$ cat config.mk
export PLATFORM = sky130hd
export DESIGN_NAME = layer_head_rank_allocator
export DESIGN_NICKNAME = d
export VERILOG_FILES = /design/src/lhra_pkg.sv /design/src/lhra_div.sv /design/src/layer_head_rank_allocator.sv
export SDC_FILE = /design/constraint.sdc
export NUM_CORES = 1
export LEC_CHECK = 0
export ABC_CLOCK_PERIOD_IN_PS = 5070
export CAP_MARGIN = 25
export CELL_PAD_IN_SITES_DETAIL_PLACEMENT = 2
export CELL_PAD_IN_SITES_GLOBAL_PLACEMENT = 2
export CORE_ASPECT_RATIO = 1.2
export CORE_UTILIZATION = 30
export DETAILED_ROUTE_END_ITERATION = 8
export DONT_BUFFER_PORTS = 1
export PLACE_DENSITY = 0.65
export SLEW_MARGIN = 40
export SYNTH_ARGS = -nofsm -noshare
export SYNTH_HDL_FRONTEND = slang
export SYNTH_SLANG_ARGS = --single-unit
$ cat constraint.sdc
create_clock -name clk -period 5.07 [get_ports clk]
set_clock_uncertainty 0.15 [all_clocks]
set_input_delay 0.507 -clock clk [delete_from_list [all_inputs] [get_ports clk]]
set_output_delay 0.507 -clock clk [all_outputs]
set_load 0.01 [all_outputs]
$ cat src/lhra_pkg.sv
`timescale 1ns / 1ps
`default_nettype none
// ----------------------------------------------------------------------------
// lhra_pkg
// Shared constants, types and helpers of the layer head rank allocator.
// ----------------------------------------------------------------------------
package lhra_pkg;

    localparam int MAX_RANKS  = 64;
    localparam int MAX_LAYERS = 1024;
    localparam int MAX_HEADS  = 1024;

    // Field widths
    localparam int RCNT_W  = 7;   // rank count register
    localparam int RANK_W  = 6;   // rank id
    localparam int HEADS_W = 11;  // head count / share
    localparam int LAYER_W = 10;  // layer index

    // Restoring divider: one quotient bit per step
    localparam int DIV_STEPS = HEADS_W;
    localparam int STEP_W    = $clog2(DIV_STEPS + 1);

    typedef struct packed {
        logic               start;
        logic [HEADS_W-1:0] dividend;
        logic [RCNT_W-1:0]  divisor;
    } div_req_t;

    typedef struct packed {
        logic               done;
        logic [HEADS_W-1:0] quotient;
        logic [RCNT_W-1:0]  remainder;
    } div_rsp_t;

    typedef enum logic [2:0] {
        ST_IDLE = 3'b001,
        ST_DIV  = 3'b010,
        ST_EMIT = 3'b100
    } state_t;

    // Rank count clamped to 1..MAX_RANKS
    function automatic logic [RCNT_W-1:0] eff_ranks(input logic [RCNT_W-1:0] rc);
        logic [RCNT_W-1:0] r;
        r = rc;
        if (r == '0)
        begin
            r = RCNT_W'(1);
        end
        else if (r > RCNT_W'(MAX_RANKS))
        begin
            r = RCNT_W'(MAX_RANKS);
        end
        return r;
    endfunction

    // Head count clamped to MAX_HEADS
    function automatic logic [HEADS_W-1:0] sat_heads(input logic [HEADS_W-1:0] h);
        logic [HEADS_W-1:0] r;
        r = h;
        if (r > HEADS_W'(MAX_HEADS))
        begin
            r = HEADS_W'(MAX_HEADS);
        end
        return r;
    endfunction

endpackage
`default_nettype wire

$ cat src/lhra_div.sv
`timescale 1ns / 1ps
`default_nettype none
// ----------------------------------------------------------------------------
// lhra_div
// Shared restoring divider, one quotient bit per cycle.
// ----------------------------------------------------------------------------
module lhra_div (
    input  wire logic              clk,
    input  wire logic              rst_n,
    input  wire lhra_pkg::div_req_t req,
    output lhra_pkg::div_rsp_t     rsp
);

    logic                           busy_reg, busy_next;
    logic                           done_reg, done_next;
    logic [lhra_pkg::STEP_W-1:0]    step_reg, step_next;
    logic [lhra_pkg::HEADS_W-1:0]   quo_reg, quo_next;
    logic [lhra_pkg::RCNT_W-1:0]    rem_reg, rem_next;
    logic [lhra_pkg::RCNT_W-1:0]    dsr_reg, dsr_next;

    logic [lhra_pkg::RCNT_W:0]      trial;
    logic [lhra_pkg::RCNT_W:0]      diff;
    logic                           ge;

    always_comb
    begin
        trial = {rem_reg, quo_reg[lhra_pkg::HEADS_W-1]};
        diff  = trial - {1'b0, dsr_reg};
        ge    = (trial >= {1'b0, dsr_reg});

        busy_next = busy_reg;
        done_next = 1'b0;
        step_next = step_reg;
        quo_next  = quo_reg;
        rem_next  = rem_reg;
        dsr_next  = dsr_reg;

        if (req.start)
        begin
            busy_next = 1'b1;
            step_next = '0;
            quo_next  = req.dividend;
            rem_next  = '0;
            dsr_next  = req.divisor;
        end
        else if (busy_reg)
        begin
            // remainder stays below the divisor, so it fits the narrow register
            quo_next  = {quo_reg[lhra_pkg::HEADS_W-2:0], ge};
            rem_next  = ge ? diff[lhra_pkg::RCNT_W-1:0] : trial[lhra_pkg::RCNT_W-1:0];
            step_next = step_reg + lhra_pkg::STEP_W'(1);
            if (step_reg == lhra_pkg::STEP_W'(lhra_pkg::DIV_STEPS - 1))
            begin
                busy_next = 1'b0;
                done_next = 1'b1;
            end
        end
    end

    always_ff @(posedge clk or negedge rst_n)
    begin
        if (!rst_n)
        begin
            busy_reg <= 1'b0;
            done_reg <= 1'b0;
            step_reg <= '0;
        end
        else
        begin
            busy_reg <= busy_next;
            done_reg <= done_next;
            step_reg <= step_next;
        end
    end

    always_ff @(posedge clk)
    begin
        quo_reg <= quo_next;
        rem_reg <= rem_next;
        dsr_reg <= dsr_next;
    end

    assign rsp.done      = done_reg;
    assign rsp.quotient  = quo_reg;
    assign rsp.remainder = rem_reg;

endmodule
`default_nettype wire

$ cat src/layer_head_rank_allocator.sv
`timescale 1ns / 1ps
`default_nettype none
// ----------------------------------------------------------------------------
// layer_head_rank_allocator
// Spreads the key/value heads of each layer over a configurable set of ranks.
// ----------------------------------------------------------------------------
// One input transaction carries the head count of one layer. With at least as
// many heads as ranks, one result transaction goes out per rank, rank 0 first,
// each with the quotient heads/ranks plus one for ranks below the remainder.
// With fewer heads, one result per head goes out with a share of one, on
// consecutive ranks from a round-robin offset that wraps at the rank count and
// carries over to the next layer. A layer of zero heads yields no result but
// still counts as a layer; final_layer clears the layer index and the offset
// once the layer is done. A nonzero layer is accepted, then runs through
// the shared one-bit-per-cycle divider (heads/ranks, or the old offset
// modulo ranks for a small layer), a setup step and then N results at one
// per cycle when out_stall is low, N being the rank count or the head count.
// A zero-head layer is done in the cycle it is accepted. in_stall stays
// high until the last result is loaded into the output register; the
// next layer can be accepted while that result still waits on out_stall.
// rank_count may be written only while no layer is in flight.
// ----------------------------------------------------------------------------
module layer_head_rank_allocator (
    input  wire logic                          clk,
    input  wire logic                          rst_n,

    // configuration
    input  wire logic                          cfg_wr_en,
    input  wire logic [lhra_pkg::RCNT_W-1:0]   cfg_wr_data,

    // input channel
    input  wire logic                          in_valid,
    output logic                               in_stall,
    input  wire logic [lhra_pkg::HEADS_W-1:0]  layer_heads,
    input  wire logic                          final_layer,

    // output channel
    output logic                               out_valid,
    input  wire logic                          out_stall,
    output logic [lhra_pkg::LAYER_W-1:0]       layer_index,
    output logic [lhra_pkg::RANK_W-1:0]        rank_id,
    output logic [lhra_pkg::HEADS_W-1:0]       head_share,
    output logic                               end_of_layer
);

    lhra_pkg::state_t                state_reg, state_next;

    // configuration and cross-layer state
    logic [lhra_pkg::RCNT_W-1:0]     rank_count_reg, rank_count_next;
    logic [lhra_pkg::RANK_W-1:0]     offset_reg, offset_next;
    logic [lhra_pkg::LAYER_W-1:0]    layer_reg, layer_next;

    // per-layer job
    logic [lhra_pkg::RCNT_W-1:0]     ranks_reg, ranks_next;
    logic                            wide_reg, wide_next;
    logic                            fin_reg, fin_next;
    logic [lhra_pkg::RCNT_W-1:0]     left_reg, left_next;
    logic [lhra_pkg::RANK_W-1:0]     rank_reg, rank_next;

    // output register
    logic                            out_valid_reg, out_valid_next;
    logic [lhra_pkg::LAYER_W-1:0]    out_layer_reg, out_layer_next;
    logic [lhra_pkg::RANK_W-1:0]     out_rank_reg, out_rank_next;
    logic [lhra_pkg::HEADS_W-1:0]    out_share_reg, out_share_next;
    logic                            out_last_reg, out_last_next;

    lhra_pkg::div_req_t              div_req;
    lhra_pkg::div_rsp_t              div_rsp;

    logic                            in_take;
    logic [lhra_pkg::RCNT_W-1:0]     in_ranks;
    logic [lhra_pkg::HEADS_W-1:0]    in_heads;
    logic                            in_wide;
    logic                            out_free;
    logic [lhra_pkg::RANK_W-1:0]     rank_inc;
    logic                            rank_lt_rem;
    logic                            fin_now;
    logic                            layer_done;

    lhra_div u_div (
        .clk   (clk),
        .rst_n (rst_n),
        .req   (div_req),
        .rsp   (div_rsp)
    );

    assign in_stall = (state_reg != lhra_pkg::ST_IDLE);
    assign in_take  = in_valid && !in_stall;
    assign in_ranks = lhra_pkg::eff_ranks(rank_count_reg);
    assign in_heads = lhra_pkg::sat_heads(layer_heads);
    assign in_wide  = (in_heads >= lhra_pkg::HEADS_W'(in_ranks));
    assign out_free = !out_valid_reg || !out_stall;

    // next rank, wrapping at the rank count
    assign rank_inc = ((lhra_pkg::RCNT_W'(rank_reg) + lhra_pkg::RCNT_W'(1)) == ranks_reg)
                      ? '0 : rank_reg + lhra_pkg::RANK_W'(1);
    assign rank_lt_rem = (lhra_pkg::RCNT_W'(rank_reg) < div_rsp.remainder);

    always_comb
    begin
        state_next      = state_reg;
        rank_count_next = rank_count_reg;
        offset_next     = offset_reg;
        layer_next      = layer_reg;
        ranks_next      = ranks_reg;
        wide_next       = wide_reg;
        fin_next        = fin_reg;
        left_next       = left_reg;
        rank_next       = rank_reg;

        out_valid_next  = out_valid_reg && out_stall;
        out_layer_next  = out_layer_reg;
        out_rank_next   = out_rank_reg;
        out_share_next  = out_share_reg;
        out_last_next   = out_last_reg;

        div_req.start    = 1'b0;
        div_req.dividend = wide_next ? in_heads : lhra_pkg::HEADS_W'(offset_reg);
        div_req.divisor  = in_ranks;

        layer_done = 1'b0;
        fin_now    = fin_reg;

        if (cfg_wr_en)
        begin
            rank_count_next = cfg_wr_data;
        end

        unique case (state_reg)
            lhra_pkg::ST_IDLE:
            begin
                if (in_take)
                begin
                    if (in_heads == '0)
                    begin
                        // empty layer: counts, nothing emitted, offset kept unless final_layer
                        layer_done = 1'b0;
                        fin_now    = final_layer;
                        layer_done = 1'b1;
                    end
                    else
                    begin
                        ranks_next       = in_ranks;
                        wide_next        = in_wide;
                        fin_next         = final_layer;
                        left_next        = in_wide ? in_ranks
                                                   : in_heads[lhra_pkg::RCNT_W-1:0];
                        div_req.start    = 1'b1;
                        div_req.dividend = in_wide ? in_heads
                                                   : lhra_pkg::HEADS_W'(offset_reg);
                        state_next       = lhra_pkg::ST_DIV;
                    end
                end
            end

            lhra_pkg::ST_DIV:
            begin
                if (div_rsp.done)
                begin
                    // small layer starts at offset mod ranks
                    rank_next  = wide_reg ? '0
                                          : div_rsp.remainder[lhra_pkg::RANK_W-1:0];
                    state_next = lhra_pkg::ST_EMIT;
                end
            end

            lhra_pkg::ST_EMIT:
            begin
                if (out_free)
                begin
                    out_valid_next = 1'b1;
                    out_layer_next = layer_reg;
                    out_rank_next  = rank_reg;
                    out_share_next = wide_reg
                                     ? div_rsp.quotient + lhra_pkg::HEADS_W'(rank_lt_rem)
                                     : lhra_pkg::HEADS_W'(1);
                    out_last_next  = (left_reg == lhra_pkg::RCNT_W'(1));
                    left_next      = left_reg - lhra_pkg::RCNT_W'(1);
                    rank_next      = rank_inc;
                    if (left_reg == lhra_pkg::RCNT_W'(1))
                    begin
                        layer_done = 1'b1;
                        if (!wide_reg)
                        begin
                            offset_next = rank_inc;
                        end
                        state_next = lhra_pkg::ST_IDLE;
                    end
                end
            end

            default:
            begin
                state_next = lhra_pkg::ST_IDLE;
            end
        endcase

        // layer bookkeeping once a layer is finished
        if (layer_done)
        begin
            if (fin_now)
            begin
                layer_next  = '0;
                offset_next = '0;
            end
            else if (layer_reg == lhra_pkg::LAYER_W'(lhra_pkg::MAX_LAYERS - 1))
            begin
                layer_next = '0;
            end
            else
            begin
                layer_next = layer_reg + lhra_pkg::LAYER_W'(1);
            end
        end
    end

    always_ff @(posedge clk or negedge rst_n)
    begin
        if (!rst_n)
        begin
            state_reg      <= lhra_pkg::ST_IDLE;
            rank_count_reg <= lhra_pkg::RCNT_W'(4);
            offset_reg     <= '0;
            layer_reg      <= '0;
            out_valid_reg  <= 1'b0;
        end
        else
        begin
            state_reg      <= state_next;
            rank_count_reg <= rank_count_next;
            offset_reg     <= offset_next;
            layer_reg      <= layer_next;
            out_valid_reg  <= out_valid_next;
        end
    end

    always_ff @(posedge clk)
    begin
        ranks_reg     <= ranks_next;
        wide_reg      <= wide_next;
        fin_reg       <= fin_next;
        left_reg      <= left_next;
        rank_reg      <= rank_next;
        out_layer_reg <= out_layer_next;
        out_rank_reg  <= out_rank_next;
        out_share_reg <= out_share_next;
        out_last_reg  <= out_last_next;
    end

    assign out_valid    = out_valid_reg;
    assign layer_index  = out_layer_reg;
    assign rank_id      = out_rank_reg;
    assign head_share   = out_share_reg;
    assign end_of_layer = out_last_reg;

endmodule
`default_nettype wire

==> results.md <==
- The flow ran to the end, but the final reports show violations.
- The checks that failed: DRC.
- The initial antenna violation count is 0.
- The adder-cell area share of the yosys netlist is 6.557%.
- Cells fill 34.13% of the core in the end.
- In this run the vertical extent of the chip is 149.8 um.
- After floorplanning, the core was sized to cover 17640 um^2.
- In this run the tightest slew margin relative to its limit is 53.76%.
- The setup-violating endpoint count in the final report is 0.
- Excluding fillers, the count of instances in the completed layout stands at 737.
- In this run the remaining antenna-violating nets after routing total 0.
- The count of flip-flops with a built-in enable after synthesis is 61.
- Clock tree synthesis inserted a total of 9 buffers.
- The start-to-end type of the worst setup path is flop to flop.
- The final route contains 3893 vias.
- The area growth from synthesis to layout is 10.29%.
- The post-synthesis instance area is 5458 um^2.
- Entering global routing, the biggest net connects 34 pins.
- The leakage power summed over all cells is 2.370 nW.
- Across all setup checks in the final design, the least slack found is 2.088 ns.
- For the final routed database, the setup TNS stands at 0 ns.
- The cell taking the most area after synthesis is sky130_fd_sc_hd__edfxtp_1.
- For this run, the leading register cell type out of synthesis is sky130_fd_sc_hd__edfxtp_1.
- The count of different cell masters after synthesis is 58.
- The CTS tree is done.
- Global routing used 17.11% of the available tracks across all layers.
- For this block, the routed nets add up to 15.14 mm of wire.
- The portion of synthesized area spent on multiplexers is 4.608%.
- After the first detailed-routing iteration, the DRC count stood at 191.
- The data required time of the worst path is 5.19 ns.
- For this run, the top clock speed supported by timing is 335.4 MHz.
- Counting every sink on the clock net gives 101.
- The worst slack at placement is 1.790 ns.
- The main combinational cell family by area after synthesis is simple AND/OR/NAND/NOR gates.
- The layout net count is 564.
- The number of top-level pins is 54.
- At the end of routability-driven placement, the weighted congestion stood at 0.7950.
- The cell total after placement is 719.
- The remaining global-route overflow is 0.
- In the routed design, unresolved DRC markers number 8.
- The tree is rooted in a sky130_fd_sc_hd__clkbuf_16.
- In the finished design, the share of the clock period the worst path needs comes to 58.81%.
- The fraction of registers with async set/reset is 32.67%.
- The count of buffers added by post-CTS timing repair for setup is 0.
- The startpoint type of the worst setup path is a flop.
- The initial core utilization is 30.94%.
- Setup repair after global routing left no endpoint under its margin.
- The pre-antenna-repair detailed-routing pass consisted of 6 iterations.
- VDD sags by at most 171.3 uV.
- In this run the worst path has a maximum fanout of 7.
- Gates resized during post-CTS repair numbered 0.
- Summing internal, switching and leakage power gives 2.778 mW.
- In the final layout, the share of cells above drive strength 1 is 8.897%.
- The synthesized netlist devotes 11.46% of its cell area to compound gates.
- Averaged over all synthesized cells, the footprint is 10.66 um^2.
- The total number of placement rows is 53.
- The critical path capture point type is a flop.
- The max-cap check violation count is 0.
- The count of mapped cells out of synthesis is 512.
- The classification of the worst-slack hold path is input pin to flop.
- The data arrival time of the critical path is 3.10 ns.
- For the pin with the worst max-slew slack, the measured transition is 0.6889 ns.
- The synthesized netlist net count is 564.
- The die covers 18740 um^2.
- No sink is reached through more buffers than the 2 on the longest clock path.
- Buffers inserted to repair hold after CTS numbered 2.
- In the routed layout, each cell is associated on average with a via count of 5.282.
- The detailed-placement wirelength estimate is 11.49 mm.
- The xor/xnor cell area share of the yosys netlist is 4.746%.
- The count of pins over their slew limit is 0.
- Clock-pin slew was measured on the worst setup and hold paths at 0.07 ns.
- The part of the Yosys area used for sequential elements is 51.31%.
- Clock latency on the worst-skew pair, taken at its later pin, is 0.36 ns.
- Yosys printed 0 warnings.
- The time the final worst path needs with I/O delays and setup is 2.982 ns.
- Yosys attributes the largest share of cell area to sky130_fd_sc_hd__edfxtp_1, sky130_fd_sc_hd__dfrtp_1, sky130_fd_sc_hd__ha_1.
- After synthesis the netlist holds a flip-flop and latch count of 101.
- The post-synthesis share of cell area spent on and, or, nand and nor gates is 18.13%.
- In this run the power density over the cells is 461.6 nW/um^2.
- The horizontal die dimension is 125.1 um.
- The first global-routing pass estimated 23.93 mm of wire.
- The average detailed-routed wire length per instance is 20.55 um.
- The total count of hold-check failures in the final report is 0.
- After synthesis, the largest area contributor takes up 33.56% of total cell area.
- In this run the tool buffered the top-level ports with 0 buffer cells.
- The number of global-route vias before repair was 4319.
- 0 antenna diodes ended up in the layout.
- The H-tree generated during clock tree synthesis spans 3 levels.
Yosys cell counts (all sizes together) (3+ instances only):
| master | instances |
|---|---|
| and2 | 8 |
| and3 | 4 |
| nand3b | 3 |
| nand3 | 15 |
| nor2 | 22 |
| and4 | 3 |
| dfxtp | 7 |
| mux2 | 9 |
| nand4 | 6 |
| mux2i | 15 |
| o31ai | 3 |
| o21ai | 52 |
| o21a | 6 |
| dfrtp | 31 |
| clkbuf | 14 |
| nand2 | 65 |
| inv | 29 |
| nand2b | 11 |
| a21o | 3 |
| xor2 | 13 |
| nor3 | 10 |
| a21boi | 4 |
| or3 | 9 |
| edfxtp | 61 |
| nor2b | 11 |
| ha | 27 |
| xnor2 | 14 |
| a21oi | 19 |
| or3b | 3 |
| a211oi | 3 |
| nor4 | 4 |
kinds of logic after synthesis:
kind of cell    count (synthesis)
compound gates                104
xor+xnor                       28
fa+ha+maj                      28
buf+inv                        45
flops                         101
mux                            24
simple gates                  182
path summary, 6_finish.rpt:
kind                                        startpoint                             to  slack (ns)  cells past startpoint
hold reg to reg                offset_reg[1]$_DFF_PN0_        offset_reg[1]$_DFF_PN0_        0.33                      2
hold / removal                             final_layer              fin_reg$_DFFE_PP_        0.09                      0
min in group asynchronous                        rst_n  rank_count_reg[4]$_DFFE_PN0P_        0.48                      2
setup reg to reg           u_div.quo_reg[10]$_DFFE_PP_  u_div.rem_reg[1]$_SDFFE_PP0P_        2.09                      9
max in group asynchronous                        rst_n       state_reg[0]$_DFFE_PN1P_        4.03                      2
setup / recovery           u_div.quo_reg[10]$_DFFE_PP_  u_div.rem_reg[1]$_SDFFE_PP0P_        2.09                      9
routing by layer:
metal / part of all wire [%] / vias to the layer above / routed length (um) / track usage, %
li1: - / 1828 / - / -
met1: 43 / 1994 / 6484 / 19.28
met2: 52 / 54 / 7925 / 31.65
met3: 2.9 / 17 / 433 / 4.076
met4: 2.0 / 0 / 300 / 5.671
met5: 0 / - / 0 / 0
cell usage in the layout, fill, tap and decap left out, types with 3 or more instances in the layout:
cell / netlist / routed
sky130_fd_sc_hd__and2_1: 8 / 8
sky130_fd_sc_hd__inv_1: 29 / 29
sky130_fd_sc_hd__nor2_1: 21 / 20
sky130_fd_sc_hd__clkbuf_16: 0 / 9
sky130_fd_sc_hd__nand3b_1: 3 / 3
sky130_fd_sc_hd__a21boi_0: 4 / 4
sky130_fd_sc_hd__dfrtp_1: 31 / 31
sky130_fd_sc_hd__xnor2_1: 14 / 14
sky130_fd_sc_hd__xor2_1: 13 / 13
sky130_fd_sc_hd__mux2_2: 9 / 9
sky130_fd_sc_hd__nor3_1: 10 / 10
sky130_fd_sc_hd__a21o_1: 3 / 3
sky130_fd_sc_hd__nand2_1: 65 / 64
sky130_fd_sc_hd__a211oi_1: 3 / 3
sky130_fd_sc_hd__a21oi_1: 19 / 18
sky130_fd_sc_hd__mux2i_1: 15 / 15
sky130_fd_sc_hd__nand2b_1: 11 / 11
sky130_fd_sc_hd__nand3_1: 15 / 15
sky130_fd_sc_hd__and3_1: 4 / 4
sky130_fd_sc_hd__nand4_1: 6 / 6
sky130_fd_sc_hd__dfxtp_1: 7 / 7
sky130_fd_sc_hd__ha_1: 27 / 27
sky130_fd_sc_hd__o21ai_0: 52 / 51
sky130_fd_sc_hd__edfxtp_1: 61 / 61
sky130_fd_sc_hd__or3b_2: 3 / 3
sky130_fd_sc_hd__or3_1: 9 / 9
sky130_fd_sc_hd__o21a_1: 6 / 6
sky130_fd_sc_hd__nor2b_1: 11 / 11
where the power goes:
part           switching (mW)  internal [mW]
registers               0.186           1.06
clock network           0.320          0.383
logic                   0.472          0.358
total                   0.978           1.80
critical path: stages (launching register included):
cell	delay, ns
sky130_fd_sc_hd__edfxtp_1	0.44
sky130_fd_sc_hd__inv_1	0.14
sky130_fd_sc_hd__ha_1	0.21
sky130_fd_sc_hd__fa_1	0.24
sky130_fd_sc_hd__nor2b_1	0.07
sky130_fd_sc_hd__o31a_1	0.27
sky130_fd_sc_hd__o31ai_2	0.43
sky130_fd_sc_hd__and2_1	0.38
sky130_fd_sc_hd__mux2_2	0.39
sky130_fd_sc_hd__o21ai_0	0.17
cell type report:
type / count / area (um^2)
clock buffer: 10 / 229.0
tap: 220 / 275.3
timing repair buffer: 5 / 50.05
clock inverter: 6 / 63.81
fill: 1901 / 11620
inverter: 29 / 108.9
multi-input combinational: 366 / 2492
sequential: 101 / 2800
metrics by stage:
| step | hold WS (ns) | instance area [um^2] |
|---|---|---|
| floorplan | 0.06141 | 5458 |
| global placement | 0.06276 | 5685 |
| detailed placement | 0.06246 | 5690 |
| CTS | 0.07938 | 6013 |
| global route | 0.07154 | 6020 |
| finish | 0.09478 | 6020 |
(Power assumes the default switching activity.)
